--- src/awcg_pkg.sv ---
// ============================================================================
// awcg_pkg
// Shared types and constants for the affine warp coordinate generator.
// ============================================================================
package awcg_pkg;

    localparam int COORD_BITS_DEF = 12;   // destination coordinate width
    localparam int FRAC_BITS_DEF  = 5;    // bilinear fraction bits per axis
    localparam int AB_MIN_BITS    = 10;   // lower bound of the product scale bits
    localparam int COEF_FRAC_BITS = 16;   // Q16.16 coefficients
    localparam int COEF_W         = 32;
    localparam int OUT_W          = 16;   // saturated source coordinate width
    localparam int FIDX_W         = 10;   // fraction index width
    localparam int OUT_TDATA_W    = 48;   // src_x, src_y, frac_index, padded
    localparam int CFG_IDX_W      = 3;

    localparam logic [CFG_IDX_W-1:0] REG_COEF_A      = 3'd0;
    localparam logic [CFG_IDX_W-1:0] REG_COEF_B      = 3'd1;
    localparam logic [CFG_IDX_W-1:0] REG_COEF_C      = 3'd2;
    localparam logic [CFG_IDX_W-1:0] REG_COEF_D      = 3'd3;
    localparam logic [CFG_IDX_W-1:0] REG_COEF_E      = 3'd4;
    localparam logic [CFG_IDX_W-1:0] REG_COEF_F      = 3'd5;
    localparam logic [CFG_IDX_W-1:0] REG_INTERP_MODE = 3'd6;

    localparam logic signed [COEF_W-1:0] COEF_ONE  = 32'sd65536;
    localparam logic signed [COEF_W-1:0] COEF_ZERO = 32'sd0;

    localparam logic MODE_NEAREST  = 1'b0;
    localparam logic MODE_BILINEAR = 1'b1;

    typedef struct packed {
        logic signed [COEF_W-1:0] a;
        logic signed [COEF_W-1:0] b;
        logic signed [COEF_W-1:0] c;
        logic signed [COEF_W-1:0] d;
        logic signed [COEF_W-1:0] e;
        logic signed [COEF_W-1:0] f;
        logic                     mode;
    } t_cfg;

endpackage

--- src/awcg_cfg.sv ---
// ============================================================================
// awcg_cfg
// Configuration register file: six Q16.16 matrix coefficients and the mode.
// ============================================================================
module awcg_cfg
    import awcg_pkg::*;
(
    input  logic                 i_clk,
    input  logic                 i_rst_n,
    input  logic                 i_cfg_valid,
    output logic                 o_cfg_ready,
    input  logic [CFG_IDX_W-1:0] i_cfg_index,
    input  logic [COEF_W-1:0]    i_cfg_data,
    output t_cfg                 o_cfg
);

    t_cfg r_cfg;

    assign o_cfg_ready = 1'b1;
    assign o_cfg       = r_cfg;

    always_ff @(posedge i_clk) begin
        if (!i_rst_n) begin
            r_cfg.a    <= COEF_ONE;
            r_cfg.b    <= COEF_ZERO;
            r_cfg.c    <= COEF_ZERO;
            r_cfg.d    <= COEF_ZERO;
            r_cfg.e    <= COEF_ONE;
            r_cfg.f    <= COEF_ZERO;
            r_cfg.mode <= MODE_NEAREST;
        end else if (i_cfg_valid) begin
            case (i_cfg_index)
                REG_COEF_A:      r_cfg.a    <= $signed(i_cfg_data);
                REG_COEF_B:      r_cfg.b    <= $signed(i_cfg_data);
                REG_COEF_C:      r_cfg.c    <= $signed(i_cfg_data);
                REG_COEF_D:      r_cfg.d    <= $signed(i_cfg_data);
                REG_COEF_E:      r_cfg.e    <= $signed(i_cfg_data);
                REG_COEF_F:      r_cfg.f    <= $signed(i_cfg_data);
                REG_INTERP_MODE: r_cfg.mode <= i_cfg_data[0];
                default: ;
            endcase
        end
    end

endmodule

--- config.mk ---
export PLATFORM = sky130hd
export DESIGN_NAME = awcg_cfg
export DESIGN_NICKNAME = d
export VERILOG_FILES = /design/src/awcg_pkg.sv /design/src/awcg_cfg.sv
export SDC_FILE = /design/constraint.sdc
export NUM_CORES = 1
export LEC_CHECK = 0
export BUFFER_PORTS_ARGS = -buffer_cell sky130_fd_sc_hd__buf_2
export CAP_MARGIN = 20
export CORE_MARGIN = 4
export CORE_UTILIZATION = 54
export DETAILED_ROUTE_END_ITERATION = 12
export PLACE_DENSITY_LB_ADDON = 0.2
export SYNTH_ARGS = -nofsm -noshare
export SYNTH_HDL_FRONTEND = slang
export SYNTH_SLANG_ARGS = --single-unit
export TNS_END_PERCENT = 50
--- constraint.sdc ---
create_clock -name i_clk -period 2.6 [get_ports i_clk]
set_input_delay 0.39 -clock i_clk [delete_from_list [all_inputs] [get_ports i_clk]]
set_output_delay 0.39 -clock i_clk [all_outputs]
set_load 0.02 [all_outputs]
# After elaboration in Yosys (flattened, before gate mapping)
# Cells that the tools add are included.
# classes
n_eq_ne	6
n_reduce_logical	8
# op_table
cell	n
2-bit AND reduction	7
3-bit == test (second input constant)	3
3-bit by 2-bit == test with 1-bit output (second input constant)	2
3-bit by 1-bit == test with 1-bit output (second input constant)	1
3-bit zero test	1
# totals
ff_bits	193
input_bits	38
output_inout_bits	194
wordCells	21

# Depth between registers and ports, before layout
# logic_depth
depth_word	2
mapped_depth	5
mapped_depth_nobuf	2

# Worst setup path after synthesis
# No wires, ideal clock.
# synth_timing
path_kind	input -> register
from	input i_cfg_index[0]
to	register r_cfg, in the netlist o_cfg[162]
setup_ns	0.072
arrival_ns	1.321
t_required_ns	2.528
setup_slack_ns	1.207
cell_stages	4
path_buffers	2
cell_sequence	buf_6 -> nor4b_4 -> buf_6 -> mux2i_1
# synth_via
elab_chain_len	2
# synth_rtl
item	line	rtl
start: declaration	awcg_cfg.sv:12	input logic [CFG_IDX_W-1:0] i_cfg_index,
3-bit zero test	awcg_cfg.sv:32	case (i_cfg_index)
2-bit AND reduction (no line)	--	
end: declaration	awcg_cfg.sv:17	t_cfg r_cfg;
# No other way between the ends.
# A chain may end at the register's enable or synchronous reset.

# Worst setup path after layout
# layout_timing
from	input i_cfg_index[1]
to	register r_cfg, in the netlist o_cfg[46]
# layout_via
elab_chain_len	2
# layout_rtl
item	line
3-bit == test	awcg_cfg.sv:32
2-bit AND reduction (no line)	--
# No other way between the ends.

==> out/metrics.yaml <==
avgSynthCellArea_um2: 10.5
numCtsBuffers: 17
rows: 41
p_total_mw: 6.06
max_freq_mhz: 662
largest_reg_flops: 193
cp-end-kind: "flop"
die_y_um: 122
ys_warn_count: 0
area_growth_pct: 26.2
cts_max_level: 4
ys_seq_elements: 193
track_usage: 0.242
powerDensity_mw_per_mm2: 682
maxCapViolCount: 0
p_int_mw: 4.67
dr.first_iter.drc_count: 309
fin_area_mm2: 0.00888
antenna_cells: 0
finalNetCount: 924
p_sw_mw: 1.39
synthDistinctLibCells: 13
p_clk_frac: 0.421
vias: 5530
power_frac_seq: 0.505
antenna_left: 0
maxSlewViolCount: 0
slew_headroom: 0.397
hold_viol_final: 0
viasPerCell: 5.16
setup_viol: 0
min_period_over_period: 0.581
setup_ws_ns: 1.09
tightest_slew_ns: 0.903
startpoint_type: "input port"
hp-class: "input port to flop"
final_common_cell: "buf_2"
syn-cell-area_mm2: 0.00704
io_buffers: 230
fill_cells: 970
antenna_found_initial: 0
synthCells: 668
cp_data_arrival_time_ns: 1.83
drive_gt1_frac: 0.313
vdd_drop_max_v: 0.000419
drt-total-wl_um: 18100
fin_skew_ns: 0
crit_fanout: 32
drtPass1Iterations: 4
overflow: 0
rsz0062_at_grt: "false"
grt_max_degree: 67
remaining_drc_errors: 0
sw_frac_of_total: 0.230
dpl_cell_area_mm2: 0.00830
final_cell_mix: "229 x buf_2, 223 x nand2_1, 193 x mux2i_1, 193 x dfxtp_1, 17 x clkbuf_16"
grt_pass1_vias: 5530
die-area_mm2: 0.0149
place_ws_ns: 0.647
syn_nets: 706
period_needed_ns: 1.51
final_util: 0.701
crit_required_ns: 2.92
ctsResizeCount: 0
ioPinCount: 232
die_w_um: 122
cellLeakagePower_nw: 4.77
cts_buffer_depth: 2
cts.hold.buffers_added: 0
cts_sinks: 193
seq_area_frac_synth: 0.549
fin_tns_setup_ns: 0
cts_root_buffer: "clkbuf_16"
dpl.hpwl_um: 12800
p_comb_frac: 0.074
start_util: 0.555
status: "finished, final reports clean"
clk_pin_slew_ns: 0.06
core_mm2: 0.0127
routabilityCongestion: 0.837
grt_pass1_wl_um: 28000
crit_type: "input port to flop"
cts_tree: "done"
post_cts_buffers: 0
clk-insertion-delay-late_ns: 0.42
wl_per_cell_um: 16.9
-- cell usage after synthesis --
library cell    n  area (um^2)
nand2_1       223          837
dfxtp_1       193         3860
mux2i_1       193         1930
clkbuf_1       17         63.8
buf_4          13         97.6
buf_2          11         55.1
buf_6           7         78.8
nand4b_1        3         26.3
nor2b_1         3         18.8
nand4bb_1       2         22.5
and4bb_1        1         12.5
conb_1          1         3.75
nor4b_4         1         23.8
-- power by group through the flow --
stage / Sequential [mW] / Clock, mW / Combinational (mW)
after CTS: 3.06 / 2.59 / 0.453
after global placement: 3.12 / 0 / 0.439
after detailed placement: 3.12 / 0 / 0.451
final: 3.06 / 2.55 / 0.449
after global routing: 3.06 / 2.72 / 0.484
after floorplan: 3.20 / 0 / 0.207
-- logic make-up (layout without fill, tap and decap cells) --
logic type,count (synthesis),count (layout),synth area share
and+or+nand+nor,233,233,0.134
muxes,193,193,0.275
DFF,193,193,0.549
buffers and inverters,48,279,0.0420
other,1,1,0.000533
-- stage by stage --
| stage | instances | hold WS [ns] |
|---|---|---|
| floorplan | 668 | 0.532 |
| global placement | 1039 | 0.440 |
| detailed placement | 1039 | 0.444 |
| CTS | 1071 | 0.266 |
| global route | 1071 | 0.302 |
| finish | 1071 | 0.282 |
-- per-layer routing --
metal  vias up  track usage  part of all wire
li1       2644            -                 -
met1      2664        0.284              0.41
met3        33       0.0799             0.084
met4         0        0.101             0.025
met5         -            0                 0
met2       189        0.406              0.48
-- final cells by class --
type                            count  area [um^2]  share of cell area
Clock inverter                     10          109              0.0123
Multi-Input combinational cell    427         2910               0.328
Tap cell                          172          215              0.0242
Sequential cell                   193         3860               0.435
Clock buffer                       22          474              0.0534
Timing Repair Buffer              247         1310               0.148
-- critical path, cell delays in order --
cell       delay (ns)
buf_2            0.16
nand4bb_4        0.84
mux2i_1          0.44
-- final timing paths --
| check | startpoint | depth (start not counted) | slack, ns | end |
|---|---|---|---|---|
| hold / removal | i_cfg_data[16] | 3 | 0.28 | o_cfg[177]$_SDFFE_PN1P_ |
| setup reg to reg | o_cfg[46]$_SDFFE_PN0P_ | 2 | 1.94 | o_cfg[46]$_SDFFE_PN0P_ |
| setup / recovery | i_cfg_index[1] | 3 | 1.09 | o_cfg[46]$_SDFFE_PN0P_ |
| hold reg to reg | o_cfg[5]$_SDFFE_PN0P_ | 2 | 0.45 | o_cfg[5]$_SDFFE_PN0P_ |
Note: power is estimated with default switching activity, not from simulation.
