File: config.mk
export PLATFORM = sky130hd
export DESIGN_NAME = awcg_mac
export DESIGN_NICKNAME = d
export VERILOG_FILES = /design/src/awcg_pkg.sv /design/src/awcg_mac.sv
export SDC_FILE = /design/constraint.sdc
export NUM_CORES = 2
export LEC_CHECK = 0
export BUFFER_PORTS_ARGS = -buffer_cell sky130_fd_sc_hd__buf_2
export CAP_MARGIN = 20
export CORE_ASPECT_RATIO = 1.2
export CORE_MARGIN = 2
export CORE_UTILIZATION = 35
export DETAILED_ROUTE_END_ITERATION = 8
export GPL_TIMING_DRIVEN = 0
export PLACE_DENSITY = 0.55
export SYNTH_ARGS = -nofsm -noshare
export SYNTH_HDL_FRONTEND = slang
export SYNTH_SLANG_ARGS = --single-unit
File: constraint.sdc
create_clock -name i_clk -period 20.9 [get_ports i_clk]
set_clock_uncertainty 0.2 [all_clocks]
set_input_delay 2.09 -clock i_clk [delete_from_list [all_inputs] [get_ports i_clk]]
set_output_delay 2.09 -clock i_clk [all_outputs]
set_load 0.005 [all_outputs]
File: src/awcg_pkg.sv
// ============================================================================
// awcg_pkg
// Shared types and constants for the affine warp coordinate generator.
// ============================================================================
package awcg_pkg;

    localparam int COORD_BITS_DEF = 12;   // destination coordinate width
    localparam int FRAC_BITS_DEF  = 5;    // bilinear fraction bits per axis
    localparam int AB_MIN_BITS    = 10;   // lower bound of the product scale bits
    localparam int COEF_FRAC_BITS = 16;   // Q16.16 coefficients
    localparam int COEF_W         = 32;
    localparam int OUT_W          = 16;   // saturated source coordinate width
    localparam int FIDX_W         = 10;   // fraction index width
    localparam int OUT_TDATA_W    = 48;   // src_x, src_y, frac_index, padded
    localparam int CFG_IDX_W      = 3;

    localparam logic [CFG_IDX_W-1:0] REG_COEF_A      = 3'd0;
    localparam logic [CFG_IDX_W-1:0] REG_COEF_B      = 3'd1;
    localparam logic [CFG_IDX_W-1:0] REG_COEF_C      = 3'd2;
    localparam logic [CFG_IDX_W-1:0] REG_COEF_D      = 3'd3;
    localparam logic [CFG_IDX_W-1:0] REG_COEF_E      = 3'd4;
    localparam logic [CFG_IDX_W-1:0] REG_COEF_F      = 3'd5;
    localparam logic [CFG_IDX_W-1:0] REG_INTERP_MODE = 3'd6;

    localparam logic signed [COEF_W-1:0] COEF_ONE  = 32'sd65536;
    localparam logic signed [COEF_W-1:0] COEF_ZERO = 32'sd0;

    localparam logic MODE_NEAREST  = 1'b0;
    localparam logic MODE_BILINEAR = 1'b1;

    typedef struct packed {
        logic signed [COEF_W-1:0] a;
        logic signed [COEF_W-1:0] b;
        logic signed [COEF_W-1:0] c;
        logic signed [COEF_W-1:0] d;
        logic signed [COEF_W-1:0] e;
        logic signed [COEF_W-1:0] f;
        logic                     mode;
    } t_cfg;

endpackage

File: src/awcg_mac.sv
// ============================================================================
// awcg_mac
// Two stages: four coefficient products, then the offsets on the row terms.
// ============================================================================
module awcg_mac
    import awcg_pkg::*;
#(
    parameter int COORD_BITS = COORD_BITS_DEF,
    localparam int PW = COEF_W + COORD_BITS + 1,
    localparam int QW = PW + 1
)(
    input  logic                 i_clk,
    input  logic                 i_rst_n,
    input  logic                 i_en,
    input  logic                 i_vld,
    input  logic [COORD_BITS-1:0] i_x,
    input  logic [COORD_BITS-1:0] i_y,
    input  t_cfg                 i_cfg,
    output logic                 o_vld,
    output logic signed [QW-1:0] o_col_x,
    output logic signed [QW-1:0] o_col_y,
    output logic signed [QW-1:0] o_row_x,
    output logic signed [QW-1:0] o_row_y
);

    logic signed [COORD_BITS:0] w_xs;
    logic signed [COORD_BITS:0] w_ys;

    logic                 r_vld_p;
    logic signed [PW-1:0] r_pa, r_pb, r_pd, r_pe;
    logic                 r_vld_q;
    logic signed [QW-1:0] r_col_x, r_col_y, r_row_x, r_row_y;

    assign w_xs = $signed({1'b0, i_x});
    assign w_ys = $signed({1'b0, i_y});

    always_ff @(posedge i_clk) begin
        if (!i_rst_n) begin
            r_vld_p <= 1'b0;
            r_vld_q <= 1'b0;
        end else if (i_en) begin
            r_vld_p <= i_vld;
            r_vld_q <= r_vld_p;
        end
    end

    always_ff @(posedge i_clk) begin
        if (i_en) begin
            r_pa <= i_cfg.a * w_xs;
            r_pb <= i_cfg.b * w_ys;
            r_pd <= i_cfg.d * w_xs;
            r_pe <= i_cfg.e * w_ys;

            r_col_x <= {r_pa[PW-1], r_pa};
            r_col_y <= {r_pd[PW-1], r_pd};
            r_row_x <= {r_pb[PW-1], r_pb} + {{(QW-COEF_W){i_cfg.c[COEF_W-1]}}, i_cfg.c};
            r_row_y <= {r_pe[PW-1], r_pe} + {{(QW-COEF_W){i_cfg.f[COEF_W-1]}}, i_cfg.f};
        end
    end

    assign o_vld   = r_vld_q;
    assign o_col_x = r_col_x;
    assign o_col_y = r_col_y;
    assign o_row_x = r_row_x;
    assign o_row_y = r_row_y;

endmodule

# Word-level counts from Yosys, hierarchy flattened
# Cells that the tools add are included.
[op_classes]
add_sub_neg = 2
mul = 4
[op_table]
columns = ["operator", "n"]
rows = [
  ["multiplier 32 x 13 -> 45 bit", 4],
  ["adder 45 x 32 -> 46 bit", 2],
]
[totals]
regBits = 364
input_bits = 221
output_inout_bits = 185
elab_cells = 16

# Depth between registers and ports, before layout
[logic_depth]
depth_word = 1
ltp_mapped = 24
depth_no_buf = 22

# Worst setup path before layout
# No wires, ideal clock.
[synth_timing]
kind = "input to register"
start = "in i_y[4]"
end = "reg r_pe[43], data pin"
setup_time_ps = 258
arrival_ps = 7600
required_time_ps = 20442
path_slack_ps = 12842
cell_stages = 22
n_path_buf = 2
path_cell_list = "clkbuf_1 -> clkbuf_1 -> nand2_1 -> fa_1 -> fa_1 -> inv_1 -> fa_1 -> fa_1 -> inv_1 -> fa_1 -> inv_1 -> ha_1 -> a211oi_1 -> nor2_1 -> o41ai_1 -> nand3_1 -> o31a_1 -> a41o_1 -> a311oi_2 -> o21ai_1 -> a21oi_1 -> xnor2_1"
[synth_between]
elab_chain_len = 1
[synth_rtl]
columns = ["element", "line", "text"]
rows = [
  ["start, declared", "awcg_mac.sv:17", "input logic [COORD_BITS-1:0] i_y,"],
  ["multiplier 32 x 13 -> 45 bit", "awcg_mac.sv:52", "r_pe <= i_cfg.e * w_ys;"],
  ["end signal, assigned", "awcg_mac.sv:52", ""],
  ["end, declared", "awcg_mac.sv:30", "logic signed [PW-1:0] r_pa, r_pb, r_pd, r_pe;"],
]
# Every way passes these cells.
# A chain may end at the register's enable or synchronous reset.

# Worst setup path in the final report
[layout_timing]
start = "in i_y[4]"
end = "reg r_pb[43], data pin"
[layout_between]
elab_chain_len = 1
[layout_rtl]
columns = ["element", "line", "text"]
rows = [
  ["multiplier 32 x 13 -> 45 bit", "awcg_mac.sv:50", "r_pb <= i_cfg.b * w_ys;"],
  ["end signal, assigned", "awcg_mac.sv:50", ""],
  ["end, declared", "awcg_mac.sv:30", ""],
]
# Every way passes these cells.

==> flow_metrics.tcl <==
set metrics [dict create \
    status "complete, no violations" \
    core_mm2 0.1958 \
    maxSlewHeadroom_pct 20.92 \
    io_pins 406 \
    cts.htree.levels 2 \
    p_per_area_mw_per_mm2 188.9 \
    synth-async-reset-ratio_pct 0 \
    drt_iter0_markers 2822 \
    synth_top_area_share_pct 39.36 \
    fp-row-count 178 \
    clk_pin_slew_worst_paths_ps 70 \
    cts_made_buffers 47 \
    r2r-end "o_row_y[44]" \
    die_w_um 408.9 \
    yosys_most_used_dff "edfxtp_1" \
    finalMaxSlewViolations 0 \
    final.setup.tns_ps 0 \
    crit_required_ps 21140 \
    crit_buf_inv 5 \
    grt_pass1_wl_mm 324.3 \
    postCtsSetupRepairBufs 0 \
    die_y_um 489.9 \
    hold_depth 0 \
    clock-root-buffer "clkbuf_16" \
    cap_violations 0 \
    crit_path_top_delay_cell "a211oi_1" \
    cp_top_family "adder cells" \
    syn2layout_area_growth_pct 10.18 \
    ant_nets 0 \
    cts_tree "built" \
    dp.cells 10290 \
    yosys_warnings 0 \
    end_kind "flip-flop" \
    path_cells "clkbuf_1, clkbuf_1, nand2_1, fa_1, fa_1, inv_1, fa_1, fa_1, inv_1, fa_1, inv_1, ha_1, nand2_1, nor2_1, nand4_1, o21ai_1, a211oi_1, a211oi_1, nor2_1, o221ai_1, xor2_1" \
    r2r-start "r_pe[0]" \
    synth.most_common_cell "inv_1" \
    initial_utilization_pct 35.18 \
    crit_fanout 10 \
    leakagePower_uw 0.03729 \
    die_area_mm2 0.2003 \
    wire_per_inst_um 20.18 \
    ys_seq_area_share_pct 15.84 \
    dr.pass1.iters 5 \
    min_from "r_pd[44]" \
    fin_cells 10400 \
    syn-cell-area_mm2 0.06886 \
    yosysUniqueCellTypes 80 \
    synth.area.top_cells "fa_1 39%, edfxtp_1 16%, inv_1 9.6%, ha_1 8.8%, and2_1 6.4%" \
    synth_top_area_cell "fa_1" \
    synth_cells 7294 \
    rsz0062_at_grt "false" \
    hold_path_end "o_col_y[44]" \
    worst_ir_drop_vdd_mv 0.1970 \
    ys_seq_elements 364 \
    io_buffer_count 380 \
    num-fill-cells 19670 \
    worstSkewPairLatency_ps 700 \
    grt_pass1_vias 55050 \
    regArea_mm2 0.01091 \
    max_freq_ghz 0.1044 \
    antenna_found_initial 74 \
    layout_setup_ws_ps 11320 \
    multiInputGateArea_mm2 0.05008 \
    gr-total-overflow 0 \
    hold_violations 0 \
    worstSetupPathType "in2reg" \
    rrSetupSlack_ps 16140 \
    synth_edf_count 362 \
    finalSetupViolations 0 \
    reg2reg_depth 13 \
    start_kind "primary input" \
    postSynthAreaPerCell_um2 9.441 \
    dp_slack_ps 10770 \
    cts_resized 0 \
    period_share_pct 45.83 \
    cts_buffer_depth 3 \
    place.gp.congestion 0.9441 \
    holdBufCountCts 0 \
    hold_class "reg2reg" \
    synth_nets 9355 \
    grt_usage_pct 21.29 \
    finalWirelength_mm 209.7 \
    clock_sinks 364 \
    drcViolationCount 0 \
    grt_max_degree 120 \
    cp.arrival_ps 9820 \
    layout-drive-gt1-share_pct 6.362 \
    vias 51050 \
    vias_per_cell 4.911 \
    worst_pin_slew_ps 1186 \
    synthTopCellsByCount "1770 x inv_1, 1354 x fa_1, 951 x nand2_1" \
    critPathMaxStageDelay_ps 830 \
    hpwl_mm 176.1 \
    cpMostUsedCell "fa_1" \
    nets 9787 \
    min_period_ps 9579 \
]
[worst max path at each step]
| stage | from | endpoint | depth (start not counted) |
|---|---|---|---|
| after global routing | i_y[3] | r_pb[43] | 23 |
| after detailed placement | i_y[4] | r_pb[43] | 21 |
| after CTS | i_y[4] | r_pb[43] | 21 |
| after floorplan | i_y[4] | r_pe[43] | 22 |
| after global placement | i_y[1] | r_pb[43] | 23 |
| final | i_y[4] | r_pb[43] | 21 |
[power by group]
| part | total, uW | internal, uW | switching [uW] |
|---|---|---|---|
| sequential | 1920 | 1780 | 142 |
| clock | 926 | 546 | 381 |
| combinational | 11500 | 4780 | 6710 |
| total | 14300 | 7100 | 7230 |
[stage by stage]
step	area, um2	hold WS (ps)	power [uW]	util, %
global route	75840	187.4	16020	38.74
detailed placement	74120	204.5	13530	37.86
CTS	75830	164.1	14570	38.73
global placement	74030	201.3	13430	37.82
finish	75880	168.0	14340	38.76
floorplan	68860	200.3	10450	-
[registers in the layout, indices dropped and copies added, names as in the netlist]
name / flops
r_vld_p: 1
o_col_y: 45
o_col_x: 45
r_pa: 45
r_pd: 45
o_vld: 1
r_pe: 45
r_pb: 45
o_row_x: 46
o_row_y: 46
[routing by layer]
metal | vias to the layer above | wire length [um] | track usage [%]
met2 | 1651 | 101700 | 36.30
met5 | - | 568 | 0
met1 | 25970 | 79060 | 25.29
met3 | 476 | 19600 | 6.165
li1 | 22860 | - | -
met4 | 90 | 8773 | 7.949
[worst reg2reg max path, delay by kind of cell, from the launching register on]
kind	cells	cell delay [ps]
multiplexers	1	160
flip-flops	1	490
buffers and inverters	1	70
AND/OR/NAND/NOR	3	630
AO/OA/AOI/OAI	6	2320
adder cells (fa/ha/maj)	2	690
[cells by family after synthesis]
group                      share of synthesized area [%]
xor gates and xnor gates                           3.129
DFF                                                15.84
buffers and inverters                              11.43
AOI/OAI and AO/OA                                  6.962
adders and majority gates                          48.19
muxes                                            0.07268
and+or+nand+nor                                    14.37
[layout by cell type, fill, tap and decap left out, types with 31 or more instances in the layout]
cell type  synthesis  routed
ha_1             486     486
a21o_1           144     144
xor2_1            72      72
nor2_1           120     120
nand4_1           31      31
nor2b_1           31      31
clkbuf_16          0      48
fa_1            1354    1354
edfxtp_1         362     362
xnor2_1          174     174
nand2_1          951     951
buf_2              1     380
nand3_1           43      43
o21ai_1           32      32
inv_1           1770    1770
o21bai_1          37      37
a21oi_1          228     228
clkbuf_1         322     324
and2_1           706     706
nand2b_1          34      34
o21ai_0           90      90
[area by class of cell]
class	instances	share of cell area, %
antenna	20	0.06596
buffer	325	1.619
clock buffer	53	1.647
clock inverter	35	0.5953
inverter	1770	8.756
multi-input combinational	4835	66.00
sequential	364	14.38
tap	2610	4.304
timing repair buffer	383	2.628
(Power assumes the default switching activity.)
