### src/awcg_pkg.sv
// ============================================================================
// awcg_pkg
// Shared types and constants for the affine warp coordinate generator.
// ============================================================================
package awcg_pkg;

    localparam int COORD_BITS_DEF = 12;   // destination coordinate width
    localparam int FRAC_BITS_DEF  = 5;    // bilinear fraction bits per axis
    localparam int AB_MIN_BITS    = 10;   // lower bound of the product scale bits
    localparam int COEF_FRAC_BITS = 16;   // Q16.16 coefficients
    localparam int COEF_W         = 32;
    localparam int OUT_W          = 16;   // saturated source coordinate width
    localparam int FIDX_W         = 10;   // fraction index width
    localparam int OUT_TDATA_W    = 48;   // src_x, src_y, frac_index, padded
    localparam int CFG_IDX_W      = 3;

    localparam logic [CFG_IDX_W-1:0] REG_COEF_A      = 3'd0;
    localparam logic [CFG_IDX_W-1:0] REG_COEF_B      = 3'd1;
    localparam logic [CFG_IDX_W-1:0] REG_COEF_C      = 3'd2;
    localparam logic [CFG_IDX_W-1:0] REG_COEF_D      = 3'd3;
    localparam logic [CFG_IDX_W-1:0] REG_COEF_E      = 3'd4;
    localparam logic [CFG_IDX_W-1:0] REG_COEF_F      = 3'd5;
    localparam logic [CFG_IDX_W-1:0] REG_INTERP_MODE = 3'd6;

    localparam logic signed [COEF_W-1:0] COEF_ONE  = 32'sd65536;
    localparam logic signed [COEF_W-1:0] COEF_ZERO = 32'sd0;

    localparam logic MODE_NEAREST  = 1'b0;
    localparam logic MODE_BILINEAR = 1'b1;

    typedef struct packed {
        logic signed [COEF_W-1:0] a;
        logic signed [COEF_W-1:0] b;
        logic signed [COEF_W-1:0] c;
        logic signed [COEF_W-1:0] d;
        logic signed [COEF_W-1:0] e;
        logic signed [COEF_W-1:0] f;
        logic                     mode;
    } t_cfg;

endpackage

### src/awcg_out.sv
// ============================================================================
// awcg_out
// Output register: 16-bit saturated integer coordinates and fraction index.
// ============================================================================
module awcg_out
    import awcg_pkg::*;
#(
    parameter int FRAC_BITS = FRAC_BITS_DEF,
    parameter int AB_BITS   = AB_MIN_BITS,
    localparam int SW = COEF_W + 2
)(
    input  logic                 i_clk,
    input  logic                 i_rst_n,
    input  logic                 i_en,
    input  logic                 i_vld,
    input  logic                 i_mode,
    input  logic signed [SW-1:0] i_sum_x,
    input  logic signed [SW-1:0] i_sum_y,
    output logic                 o_vld,
    output logic [OUT_W-1:0]     o_src_x,
    output logic [OUT_W-1:0]     o_src_y,
    output logic [FIDX_W-1:0]    o_frac_index
);

    localparam int TW = SW - AB_BITS;
    localparam logic [OUT_W-1:0] S16_MAX = {1'b0, {(OUT_W-1){1'b1}}};
    localparam logic [OUT_W-1:0] S16_MIN = {1'b1, {(OUT_W-1){1'b0}}};

    function automatic logic [OUT_W-1:0] sat16(input logic [TW-1:0] t);
        if ((t[TW-1:OUT_W-1] == '0) || (t[TW-1:OUT_W-1] == '1)) begin
            return t[OUT_W-1:0];
        end
        return t[TW-1] ? S16_MIN : S16_MAX;
    endfunction

    logic [2*FRAC_BITS-1:0] w_fidx;
    logic                   r_vld;
    logic [OUT_W-1:0]       r_src_x, r_src_y;
    logic [FIDX_W-1:0]      r_fidx;

    // fy above fx; truncated or zero-extended to the index width
    assign w_fidx = {i_sum_y[AB_BITS-1 -: FRAC_BITS], i_sum_x[AB_BITS-1 -: FRAC_BITS]};

    always_ff @(posedge i_clk) begin
        if (!i_rst_n) begin
            r_vld <= 1'b0;
        end else if (i_en) begin
            r_vld <= i_vld;
        end
    end

    always_ff @(posedge i_clk) begin
        if (i_en) begin
            r_src_x <= sat16(i_sum_x[SW-1:AB_BITS]);
            r_src_y <= sat16(i_sum_y[SW-1:AB_BITS]);
            r_fidx  <= (i_mode == MODE_BILINEAR) ? FIDX_W'(w_fidx) : '0;
        end
    end

    assign o_vld        = r_vld;
    assign o_src_x      = r_src_x;
    assign o_src_y      = r_src_y;
    assign o_frac_index = r_fidx;

endmodule

### config.mk
export PLATFORM = sky130hd
export DESIGN_NAME = awcg_out
export DESIGN_NICKNAME = d
export VERILOG_FILES = /design/src/awcg_pkg.sv /design/src/awcg_out.sv
export SDC_FILE = /design/constraint.sdc
export NUM_CORES = 1
export LEC_CHECK = 0
export ABC_AREA = 0
export BUFFER_PORTS_ARGS = -buffer_cell sky130_fd_sc_hd__buf_2
export CORE_UTILIZATION = 39
export DETAILED_ROUTE_END_ITERATION = 10
export GPL_ROUTABILITY_DRIVEN = 0
export GPL_TIMING_DRIVEN = 0
export HOLD_SLACK_MARGIN = 0.03
export PLACE_DENSITY = 0.72
export REMOVE_ABC_BUFFERS = 1
export SYNTH_ARGS = -nofsm -noshare
export SYNTH_HDL_FRONTEND = slang
export SYNTH_SLANG_ARGS = --single-unit
### constraint.sdc
create_clock -name i_clk -period 1.2 [get_ports i_clk]
set_input_delay 0.18 -clock i_clk [delete_from_list [all_inputs] [get_ports i_clk]]
set_output_delay 0.18 -clock i_clk [all_outputs]
set_load 0.02 [all_outputs]
; Yosys cells after proc, flatten, opt, wreduce, memory -nomap -nowiden
; Cells that the tools add are included.
[totals]
reg_bits = 43
inputBits = 73
out_inout_bits = 43
word_cells = 20
[op_classes]
eq_ne = 2
muxes = 10
n_reduce_logical = 4
[ops]
columns = operator, count
row1 = 2-to-1 mux 16 bit, 6
row2 = == test 9 bit (second input constant), 2
row3 = logical NOT 9 bit, 2
row4 = 2-to-1 mux 1 bit, 4
row5 = logical OR 1 bit, 2

; Depth between registers and ports, before layout
[logic_depth]
depth_word = 5
mapped_depth = 5
mapped_depth_nobuf = 3

; Worst setup path before layout
; OpenSTA, ideal clock, no wires.
[synth_timing]
path_kind = in2reg
start = input port i_sum_x[27]
end = register r_src_x[10], in the netlist o_src_x[10], data pin
setup_ns = 0.256
arrival_ns = 0.932
required_ns = 0.944
path_slack_ns = 0.013
stages = 4
n_path_buf = 1
cell_sequence = nor4_1 > nand2_1 > buf_6 > o211a_1
[synth_via]
elab_chain_len = 5
word_cells_on_any_way = 6
cone_classes = eq/ne (1) / mux (3) / reduce/logical (2)
[synth_lines]
columns = element, line
row1 = "start, declared", awcg_out.sv:17  ; input logic signed [SW-1:0] i_sum_x,
row2 = == test 9 bit / logical NOT 9 bit (equally long branches), awcg_out.sv:30  ; if ((t[TW-1:OUT_W-1] == '0) || (t[TW-1:OUT_W-1] == '1)) begin
row3 = logical OR 1 bit (*), awcg_out.sv:30
row4 = 2-to-1 mux 1 bit (*), awcg_out.sv:30
row5 = 2-to-1 mux 1 bit (*), awcg_out.sv:53  ; if (i_en) begin
row6 = 2-to-1 mux 16 bit (*), awcg_out.sv:33  ; return t[TW-1] ? S16_MIN : S16_MAX;
row7 = "end signal, assigned", awcg_out.sv:54  ; r_src_x <= sat16(i_sum_x[SW-1:AB_BITS]);
row8 = "end, declared", awcg_out.sv:38  ; logic [OUT_W-1:0] r_src_x, r_src_y;
; Every way passes the cells marked *; elsewhere a longest branch is shown, timed or not. The select of a mux whose other input is x is not followed.
; A chain may end at the register's enable or synchronous reset.

; Final worst setup path
[layout_timing]
start = input port i_sum_x[31]
end = register r_src_x[10], in the netlist o_src_x[10], data pin
; The elaborated chain is that of the path after synthesis.

==> impl_metrics.yaml <==
drt:
  wirelength_mm: 3.96
  dr.first_iter.drc_count: 62
  dr.pass1.iters: 4
  viasPerCell: 4.91
  drc: 0
  dr_total_vias: 1507
  wl_per_cell_um: 12.9
  drtAntennaViolNets: 0
logic_synthesis:
  synth_most_common_cell: "edfxtp_1"
  synth_top_area_share_pct: 63.6
  ys_ff_latch: 43
  synth_area_leaders: "edfxtp_1 64%, o211a_1 7.6%, a2bb2oi_1 6.6%"
  synth_edf_count: 42
  synth.largest_area_cell: "edfxtp_1"
  ys_seq_area_share_pct: 64.6
  yosys.area_share.adder_pct: 0
  muxShareOfSynthArea_pct: 0.505
  ys_top_cells_by_count: "42 x edfxtp_1, 16 x nand3_1, 15 x a2bb2oi_1, 15 x o211a_1, 10 x and2_1"
  syn_area_sq_um: 1980
  synth-xor-area-share_pct: 0
  async_flop_share_pct: 0
  yosysWarnings: 0
  synth_ff_type: "edfxtp_1"
  synth_top_family_by_area: "simple AND/OR/NAND/NOR gates"
  ys_types: 20
  synth-compound-area-share_pct: 15.3
  synth-simple-area-share_pct: 15.8
  syn_avg_cell_area_sq_um: 14.3
  synthCells: 139
global_route:
  antenna_found_initial: 0
  track_usage_pct: 15.0
  gr-total-overflow: 0
  grt_pass1_vias: 1347
  grt_pass1_wl_mm: 5.99
  grt_max_degree: 44
setup_path:
  timing.rr.end: "o_vld$_SDFFE_PN0P_"
  crit_chain: "buf_2 -> nor4_1 -> nand2_2 -> o211a_1"
  worst-path-buf-inv: 1
  cp.arrival_ps: 1170
  crit_family: "simple AND/OR/NAND/NOR gates"
  crit_fanout: 15
  start_kind: "input pin"
  r2r_slack_ps: 600
  crit_required_ps: 1240
  r2r_cells: 2
  cp_slowest_cell: "nor4_1"
  criticalPathCategory: "input pin to flip-flop"
  rr_startpoint: "o_vld$_SDFFE_PN0P_"
  crit_path_end_kind: "flip-flop"
  cpPeakStageDelay_ps: 330
pwr:
  leakage_uw: 0.00117
  powerDensity_nw_per_um2: 1250
  clkPwrFrac_pct: 28.1
  peakVddDrop_uv: 666
  pwr-share-seq_pct: 55.1
  finalPower_uw: 3280
  swShare_pct: 24.7
  p_sw_uw: 812
  p_int_uw: 2470
  pwr-share-comb_pct: 16.7
clock_network:
  htreeDepth: 2
  cts-root-buf: "clkbuf_8"
  cts_tree: "done"
  cts_made_buffers: 5
  cts_sinks: 43
  clkTransAtPathRegs_ps: 80
  clockBufferDepth: 2
  insertion_delay_ps: 290
  cts_hold_buf: 0
hold_path:
  whs_path_depth: 2
  whs_endpoint: "o_vld$_SDFFE_PN0P_"
  hold_start: "i_rst_n"
  hp-class: "input pin to flip-flop"
die:
  start_util_pct: 41.2
  core_area_sq_um: 4820
  ioPinCount: 116
  die-area_sq_um: 5370
  die_y_um: 73.3
  chipWidth_um: 73.3
  core.rowCount: 25
sta:
  tightestPinTransition_ps: 971
  rsz0062_at_grt: "no"
  slew_viol_final: 0
  setup_viol: 0
  min_period_ps: 1130
  fin_skew_ps: 0
  holdWs_ps: 95.2
  max_slew_margin_pct: 35.3
  hold_viol_final: 0
  max_freq_mhz: 887
  timing.final.ws_setup_ps: 72.7
  fin_crit_sh_pct: 93.9
placed_design:
  dp_hpwl_mm: 2.76
  placed_cell_area_sq_um: 2520
  place_ws_ps: -335
  io_buffers: 105
final_layout:
  fin_area_sq_um: 2620
  fill_cells: 454
  syn_to_final_growth_pct: 32.0
  antennaDiodeCount: 0
  nets: 312
  drive_gt1_share_pct: 48.3
run:
  drv.max_cap_violation_count: 0
outcome:
  status: "finished clean"
[worst reg2reg max path, stage by stage, from the launching register on]
cell,delay [ps]
dfxtp_1,310
mux2i_1,120
nor2b_1,60
[what timing repair did]
action                                  4_1_cts  5_1_grt
hold endpoints to repair                      0        0
endpoints found under the setup margin       15       15
pin swaps                                     0        0
setup buffers                                 0        0
resized for setup                             1        1
[cells by family after synthesis]
family,after synthesis
multiplexers,1
AND/OR/NAND/NOR,51
AO/OA/AOI/OAI,31
buffers and inverters,13
flip-flops,43
[power groups by stage]
stage                     Sequential, uW  Clock [uW]  Combinational [uW]
after floorplan                     2010           0                 108
after global placement              1840           0                 547
after detailed placement            1840           0                 554
after CTS                           1810         959                 555
after global routing                1820        1010                 595
final                               1810         923                 550
[routing by layer]
layer | part of all wire [%] | GRT usage [%]
met1 | 39 | 16.5
met2 | 49 | 25.4
met3 | 11 | 6.72
met4 | 1.4 | 5.77
met5 | 0 | 0
[flip-flops by register name (all words and copies together) (netlist names)]
register	cells
o_vld	1
o_src_y	16
o_src_x	16
o_frac_index	10
[worst max path at each step]
stage                            from                     to  slack (ps)  cells past startpoint
after global placement    i_sum_x[31]   o_src_x[3]$_DFFE_PP_        -320                      4
after floorplan           i_sum_x[27]   o_src_x[0]$_DFFE_PP_           4                      3
after global routing      i_sum_x[31]   o_src_x[4]$_DFFE_PP_           2                      4
final                     i_sum_x[31]  o_src_x[10]$_DFFE_PP_          70                      4
after detailed placement  i_sum_x[31]  o_src_x[14]$_DFFE_PP_        -330                      4
after CTS                 i_sum_x[31]  o_src_x[14]$_DFFE_PP_          80                      4
[metrics by stage]
stage               utilization (%)  setup TNS (ps)  std cells
floorplan                         -               0        127
global placement               52.3          -13410        299
detailed placement             52.3          -13490        299
CTS                            54.3               0        307
global route                   54.3               0        307
finish                         54.3               0        307
[cell type report]
cell class | instances | area, sq um | area share [%]
clock inverters | 1 | 5.00 | 0.191
multi-input cells | 83 | 632 | 24.1
repair buffers | 105 | 526 | 20.1
inverters | 1 | 3.75 | 0.143
clock buffers | 7 | 86.3 | 3.30
flip-flops and latches | 43 | 1280 | 48.9
well taps | 67 | 83.8 | 3.20
[cells in the final DEF, fill, tap and decap left out, drive strengths merged]
| master | synthesis | routed |
|---|---|---|
| o31ai | 1 | 1 |
| edfxtp | 42 | 42 |
| and4 | 2 | 2 |
| o211a | 15 | 15 |
| buf | 7 | 105 |
| clkbuf | 5 | 7 |
| and2 | 10 | 10 |
| nor4 | 4 | 4 |
| inv | 1 | 1 |
| nand2b | 8 | 8 |
| mux2i | 1 | 1 |
| a2bb2oi | 15 | 15 |
| nor2b | 1 | 1 |
| nand3 | 16 | 16 |
| nand2 | 2 | 2 |
| dfxtp | 1 | 1 |
| clkinv | 0 | 1 |
| or2b | 7 | 7 |
| nand4 | 1 | 1 |
(Power assumes the default switching activity.)
