## config.mk

```make
export PLATFORM = sky130hd
export DESIGN_NAME = awcg_rnd
export DESIGN_NICKNAME = d
export VERILOG_FILES = /design/src/awcg_pkg.sv /design/src/awcg_rnd.sv
export SDC_FILE = /design/constraint.sdc
export NUM_CORES = 1
export LEC_CHECK = 0
export ABC_AREA = 1
export ABC_CLOCK_PERIOD_IN_PS = 3300
export BUFFER_PORTS_ARGS = -buffer_cell sky130_fd_sc_hd__buf_2
export CELL_PAD_IN_SITES_DETAIL_PLACEMENT = 0
export CELL_PAD_IN_SITES_GLOBAL_PLACEMENT = 1
export CORE_ASPECT_RATIO = 0.6
export CORE_MARGIN = 2
export CORE_UTILIZATION = 40
export CTS_CLUSTER_DIAMETER = 30
export DETAILED_ROUTE_END_ITERATION = 8
export PLACE_DENSITY = 0.82
export SLEW_MARGIN = 20
export SYNTH_ARGS = -nofsm -noshare
export SYNTH_HDL_FRONTEND = slang
export SYNTH_SLANG_ARGS = --single-unit
export TNS_END_PERCENT = 100
```

## constraint.sdc

```tcl
create_clock -name i_clk -period 3.3 [get_ports i_clk]
set_clock_uncertainty 0.1 [all_clocks]
set_input_delay 0.165 -clock i_clk [delete_from_list [all_inputs] [get_ports i_clk]]
set_output_delay 0.165 -clock i_clk [all_outputs]
set_load 0.02 [all_outputs]
```

## src/awcg_pkg.sv

```systemverilog
// ============================================================================
// awcg_pkg
// Shared types and constants for the affine warp coordinate generator.
// ============================================================================
package awcg_pkg;

    localparam int COORD_BITS_DEF = 12;   // destination coordinate width
    localparam int FRAC_BITS_DEF  = 5;    // bilinear fraction bits per axis
    localparam int AB_MIN_BITS    = 10;   // lower bound of the product scale bits
    localparam int COEF_FRAC_BITS = 16;   // Q16.16 coefficients
    localparam int COEF_W         = 32;
    localparam int OUT_W          = 16;   // saturated source coordinate width
    localparam int FIDX_W         = 10;   // fraction index width
    localparam int OUT_TDATA_W    = 48;   // src_x, src_y, frac_index, padded
    localparam int CFG_IDX_W      = 3;

    localparam logic [CFG_IDX_W-1:0] REG_COEF_A      = 3'd0;
    localparam logic [CFG_IDX_W-1:0] REG_COEF_B      = 3'd1;
    localparam logic [CFG_IDX_W-1:0] REG_COEF_C      = 3'd2;
    localparam logic [CFG_IDX_W-1:0] REG_COEF_D      = 3'd3;
    localparam logic [CFG_IDX_W-1:0] REG_COEF_E      = 3'd4;
    localparam logic [CFG_IDX_W-1:0] REG_COEF_F      = 3'd5;
    localparam logic [CFG_IDX_W-1:0] REG_INTERP_MODE = 3'd6;

    localparam logic signed [COEF_W-1:0] COEF_ONE  = 32'sd65536;
    localparam logic signed [COEF_W-1:0] COEF_ZERO = 32'sd0;

    localparam logic MODE_NEAREST  = 1'b0;
    localparam logic MODE_BILINEAR = 1'b1;

    typedef struct packed {
        logic signed [COEF_W-1:0] a;
        logic signed [COEF_W-1:0] b;
        logic signed [COEF_W-1:0] c;
        logic signed [COEF_W-1:0] d;
        logic signed [COEF_W-1:0] e;
        logic signed [COEF_W-1:0] f;
        logic                     mode;
    } t_cfg;

endpackage

```

## src/awcg_rnd.sv

```systemverilog
// ============================================================================
// awcg_rnd
// Round each term to 1/2^AB_BITS units (ties to even, int32 saturation),
// then add column term, row term and the mode's rounding offset.
// ============================================================================
module awcg_rnd
    import awcg_pkg::*;
#(
    parameter int COORD_BITS = COORD_BITS_DEF,
    parameter int FRAC_BITS  = FRAC_BITS_DEF,
    parameter int AB_BITS    = AB_MIN_BITS,
    localparam int QW  = COEF_W + COORD_BITS + 2,
    localparam int SW  = COEF_W + 2
)(
    input  logic                 i_clk,
    input  logic                 i_rst_n,
    input  logic                 i_en,
    input  logic                 i_vld,
    input  logic                 i_mode,
    input  logic signed [QW-1:0] i_col_x,
    input  logic signed [QW-1:0] i_col_y,
    input  logic signed [QW-1:0] i_row_x,
    input  logic signed [QW-1:0] i_row_y,
    output logic                 o_vld,
    output logic signed [SW-1:0] o_sum_x,
    output logic signed [SW-1:0] o_sum_y
);

    localparam int RSH = COEF_FRAC_BITS - AB_BITS;
    localparam int QRW = QW - RSH + 1;
    localparam logic [RSH-1:0] HALF = RSH'(1 << (RSH - 1));
    localparam logic [COEF_W-1:0] INT_MAX = {1'b0, {(COEF_W-1){1'b1}}};
    localparam logic [COEF_W-1:0] INT_MIN = {1'b1, {(COEF_W-1){1'b0}}};
    localparam logic [SW-1:0] RD_NEAR = SW'((1 << AB_BITS) / 2);
    localparam logic [SW-1:0] RD_BIL  = SW'((1 << AB_BITS) / (1 << FRAC_BITS) / 2);

    function automatic logic [COEF_W-1:0] round_sat(input logic [QW-1:0] v);
        logic [QW-RSH-1:0] q;
        logic [RSH-1:0]    r;
        logic              up;
        logic [QRW-1:0]    qr;
        q  = v[QW-1:RSH];
        r  = v[RSH-1:0];
        up = (r > HALF) || ((r == HALF) && q[0]);
        qr = {q[QW-RSH-1], q} + QRW'(up);
        if ((qr[QRW-1:COEF_W-1] == '0) || (qr[QRW-1:COEF_W-1] == '1)) begin
            return qr[COEF_W-1:0];
        end
        return qr[QRW-1] ? INT_MIN : INT_MAX;
    endfunction

    logic                     r_vld_r;
    logic signed [COEF_W-1:0] r_cx, r_cy, r_rx, r_ry;
    logic                     r_vld_s;
    logic signed [SW-1:0]     r_sum_x, r_sum_y;
    logic [SW-1:0]            w_rd;

    assign w_rd = (i_mode == MODE_BILINEAR) ? RD_BIL : RD_NEAR;

    always_ff @(posedge i_clk) begin
        if (!i_rst_n) begin
            r_vld_r <= 1'b0;
            r_vld_s <= 1'b0;
        end else if (i_en) begin
            r_vld_r <= i_vld;
            r_vld_s <= r_vld_r;
        end
    end

    always_ff @(posedge i_clk) begin
        if (i_en) begin
            r_cx <= $signed(round_sat(i_col_x));
            r_cy <= $signed(round_sat(i_col_y));
            r_rx <= $signed(round_sat(i_row_x));
            r_ry <= $signed(round_sat(i_row_y));

            // full width sum, no wrap
            r_sum_x <= {{2{r_cx[COEF_W-1]}}, r_cx} + {{2{r_rx[COEF_W-1]}}, r_rx} + w_rd;
            r_sum_y <= {{2{r_cy[COEF_W-1]}}, r_cy} + {{2{r_ry[COEF_W-1]}}, r_ry} + w_rd;
        end
    end

    assign o_vld   = r_vld_s;
    assign o_sum_x = r_sum_x;
    assign o_sum_y = r_sum_y;

endmodule

```

======== After elaboration in Yosys (flattened, before gate mapping) ========
Index checks and enable logic that the tools add are counted.
word-level totals
  register bits after elaboration ......... 198
  bits of input ports ..................... 189
  output and inout port bits .............. 69
  logic and storage cells ................. 65
cells by class
  $add $sub $neg .......................... 8
  magnitude comparators ................... 4
  equal/unequal tests ..................... 8
  muxes and demuxes ....................... 21
  reduce and logical (&&, ||, !) cells .... 16
operators by type and width
  cell                                         count
  32-bit 2-to-1 mux                            12
  40-bit by 2-bit adder with 41-bit output     4
  33-bit by 11-bit adder with 34-bit output    2
  32-bit by 32-bit adder with 33-bit output    2
  10-bit equality test, second input constant  4
  10-bit zero test                             4
  6-bit equality test, second input constant   4
  6-bit > comparator, second input constant    4
  10-bit 2-to-1 mux                            1
  1-bit logical OR                             8
  1-bit 2-to-1 mux                             8
  1-bit logical AND                            4

======== Logic depth before layout (Yosys ltp) ========
  depth after elaboration ................. 9
  gate-level depth with buffers ........... 18
  gate-level depth less buffers ........... 17

======== Least setup slack after synthesis ========
OpenSTA, ideal clock, no wires.
  path kind ............................... register to register
  start point ............................. register r_cx[4]
  end point ............................... register r_sum_x[23], in the netlist o_sum_x[23], data pin
  setup time .............................. 258 ps
  arrival ................................. 2199 ps
  required time ........................... 2942 ps
  path slack .............................. 743 ps
  stages on the path, launching flop included .. 15
  buffers on the path ..................... 0
  period minus slack after synthesis ...... 2557 ps
  cell sequence ........................... edfxtp_1 > inv_1 > fa_1 > inv_1 > ha_1 > a21oi_1 > nand2_1 > nand2_1 > nand2_1 > a21oi_1 > inv_1 > nand2_1 > nand2_1 > a21oi_1 > xnor2_1
on the way
  word-level cells in the longest chain between the ends .. 2
RTL lines
  element                                    RTL line        RTL
  start: declaration                         awcg_rnd.sv:53  logic signed [COEF_W-1:0] r_cx, r_cy, r_rx, r_ry;
  start signal: assignment                   awcg_rnd.sv:72  r_cx <= $signed(round_sat(i_col_x));
  32-bit by 32-bit adder with 33-bit output  awcg_rnd.sv:78  r_sum_x <= {{2{r_cx[COEF_W-1]}}, r_cx} + {{2{r_rx[COEF_W-1]}}, r_rx} + w_rd;
  33-bit by 11-bit adder with 34-bit output  awcg_rnd.sv:78
  end signal: assignment                     awcg_rnd.sv:78
  end: declaration                           awcg_rnd.sv:55  logic signed [SW-1:0] r_sum_x, r_sum_y;
Every way passes these cells.
A chain may end at the register's enable or synchronous reset.

======== Worst setup path in the final report ========
  start point ............................. register r_cy[9]
  end point ............................... register r_sum_y[24], in the netlist o_sum_y[24], data pin
on the way
  word-level cells in the longest chain between the ends .. 2
RTL lines
  element                                    RTL line        RTL
  start: declaration                         awcg_rnd.sv:53
  start signal: assignment                   awcg_rnd.sv:73  r_cy <= $signed(round_sat(i_col_y));
  32-bit by 32-bit adder with 33-bit output  awcg_rnd.sv:79  r_sum_y <= {{2{r_cy[COEF_W-1]}}, r_cy} + {{2{r_ry[COEF_W-1]}}, r_ry} + w_rd;
  33-bit by 11-bit adder with 34-bit output  awcg_rnd.sv:79
  end signal: assignment                     awcg_rnd.sv:79
  end: declaration                           awcg_rnd.sv:55
Every way passes these cells.

==> out/qor.yml <==
finish:
  final_cell_mix: "nand2_1 (820), nor2_1 (291), buf_2 (256)"
  fin_cells: 3033
  layout.core_utilization: 0.4706
  antenna_cells: 0
  layout.nets: 2812
  syn_to_final_growth_pct: 15.72
  drive_gt1_frac: 0.1459
  mostFrequentLayoutCell: "nand2_1"
  fin_area_mm2: 0.01910
worst_setup_path:
  required_ps: 3420
  worstPathArrival_ps: 3130
  cp_max_fo: 7
  critPathKind: "flop to flop"
  cp_common_cell: "nand2_1"
  cp_slowest_cell: "fa_1"
  worstSetupEndpointType: "flop"
  max_stage_delay_ps: 510
  cp_top_family: "adder cells"
  path_buf_inv: 1
  crit_chain: "fa_1 -> ha_1 -> a21oi_1 -> o21ai_0 -> a21oi_1 -> inv_1 -> a21o_1 -> nand2_1 -> nand2_1 -> nand2_1 -> nand2_1"
  worstSetupStartpointType: "flop"
synthesis:
  synth_edf_count: 196
  ys_seq_elements: 198
  seq_area_frac_synth: 0.3590
  synth-main-ff-cell: "edfxtp_1"
  synth.area.top_cells: "edfxtp_1 (36%), nand2_1 (19%), ha_1 (9.7%)"
  yosys_warnings: 0
  synth_nets: 2533
  syn_area_mm2: 0.01650
  yosys.area.top_type: "edfxtp_1"
  synth_cell_types: 40
  syn_inst: 2210
  ys_async_sr_fraction: 0
  syn_area_per_cell_um2: 7.468
  synth_top_area_share: 0.3566
clocking:
  insertion_delay_ps: 470
  cts_tree: "yes"
  clk_path_buf_depth: 2
  htree_num_levels: 4
  cts_made_buffers: 17
  cts_resized: 0
  clkTransAtPathRegs_ps: 80
  cts_sinks: 198
  root_buffer: "clkbuf_16"
routing:
  drcViolationCount: 0
  via_per_inst: 5.268
  postRouteAntennaNets: 0
  first_pass_iters: 5
  first_iter_violations: 1735
  vias: 15978
  wl_um: 58010
  post_drt_wl_per_cell_um: 19.12
die:
  coreArea_mm2: 0.04058
  num_rows: 57
  dieArea_mm2: 0.04296
  die_y_um: 161.3
  pin_count: 258
  initial_utilization: 0.4067
  die_w_um: 266.2
timing:
  finalHoldViolations: 0
  setup_viol: 0
  layout_setup_ws_ps: 287.7
  fin_crit_sh: 0.9128
  slew_headroom: 0.5118
  tns_ps: 0
  worst_slew_pin_slew_ps: 732.2
  fmax_ghz: 0.3320
  maxSlewViolCount: 0
  rsz0062_at_grt: "false"
  fin_crit_ps: 3012
placement:
  place.detailed.hpwl_um: 49450
  post-place-ws_ps: 283.0
  port_buffers: 257
  placed_area_mm2: 0.01845
  dp_cells: 2993
  gp_congestion: 1.006
pwr:
  power_density_mw_per_mm2: 438.8
  internal_power_w: 0.005237
  power_frac_seq: 0.406
  p_leak_nw: 8.628
  pwr-share-comb: 0.343
  pwr-share-clk: 0.251
  netSwitchingFraction: 0.3752
  ir_drop_uv: 410.7
  switching_power_w: 0.003144
grt:
  grt_max_degree: 83
  antenna_found_initial: 3
  grt_overflow: 0
  grt_pass1_wl_um: 87890
  first_global_vias: 14550
  track_usage: 0.2708
worst_hold_path:
  hold_path_class: "input port to flop"
status:
  status: "complete, no violations"
run:
  maxCapViolations: 0
==> power groups by stage <==
stage	Clock [W]	Combinational [W]	Sequential, W
5_1_grt	0.00224	0.00316	0.00343
3_5_place_dp	0	0.00282	0.00345
4_1_cts	0.00213	0.00285	0.00340
6_report	0.00211	0.00288	0.00340
2_1_floorplan	0	0.00146	0.00363
3_3_place_gp	0	0.00281	0.00345
==> worst min-delay path, cell delays in order <==
cell	delay, ps
buf_2	110
xnor2_1	120
nand2_1	50
nand2_1	50
==> flip-flops by register name, summed over array words and instances, names as in the netlist <==
signal and cells:
r_ry 32, r_cx 32, o_sum_y 34, r_rx 32, r_vld_r 1, o_sum_x 34
r_cy 32, o_vld 1
==> cell usage after synthesis, types with 18 or more instances <==
cell type    n
inv_1      154
a21oi_1     86
nand3_1    122
ha_1       128
xnor2_1     74
nand2_1    820
nor2_1     291
o21ai_0     44
buf_4       18
nor3_1      24
nand4_1     36
xor2_1      92
nor2_2      24
edfxtp_1   196
==> cell type report <==
class	count	area (µm²)
Inverter	158	593.1
Tap cell	531	664.4
Clock buffer	17	425.4
Sequential cell	198	5926
Multi-Input combinational cell	1829	9779
Fill cell	4125	21480
Timing Repair Buffer	285	1563
Clock inverter	15	147.6
==> what timing repair did <==
action                                  CTS  global route
setup buffers                             0             0
endpoints found under the hold margin     7             0
hold buffers                              8             0
endpoints found under the setup margin    0             0
==> final timing paths <==
path | startpoint | to | slack, ps | cells past startpoint
min reg2reg | r_vld_r | o_vld | 400 | 2
max reg2reg | r_cy[9] | o_sum_y[24] | 290 | 11
max | r_cy[9] | o_sum_y[24] | 290 | 11
min | i_col_x[27] | r_cx[21] | 30 | 4
==> routing by layer <==
metal / wire [µm] / GRT usage / vias to the layer above
met5: 12 / 0 / -
met4: 505 / 0.04418 / 2
met1: 31120 / 0.4613 / 7457
met2: 20960 / 0.3376 / 633
met3: 5408 / 0.05611 / 39
li1: - / - / 7847
==> kinds of logic after synthesis <==
family / after synthesis / synth area share
DFF: 198 / 0.3590
xor gates and xnor gates: 166 / 0.08809
adders and majority gates: 134 / 0.1043
AOI/OAI and AO/OA: 166 / 0.05580
and+or+nand+nor: 1363 / 0.3443
buffers and inverters: 183 / 0.04844
==> per-stage QoR <==
| step | hold WS (ps) | power (W) |
|---|---|---|
| floorplan | 177.5 | 0.005095 |
| global placement | 297.7 | 0.006266 |
| detailed placement | 312.9 | 0.006276 |
| CTS | 5.025 | 0.008381 |
| global route | 29.65 | 0.008827 |
| finish | 31.16 | 0.008381 |
(Power assumes the default switching activity.)
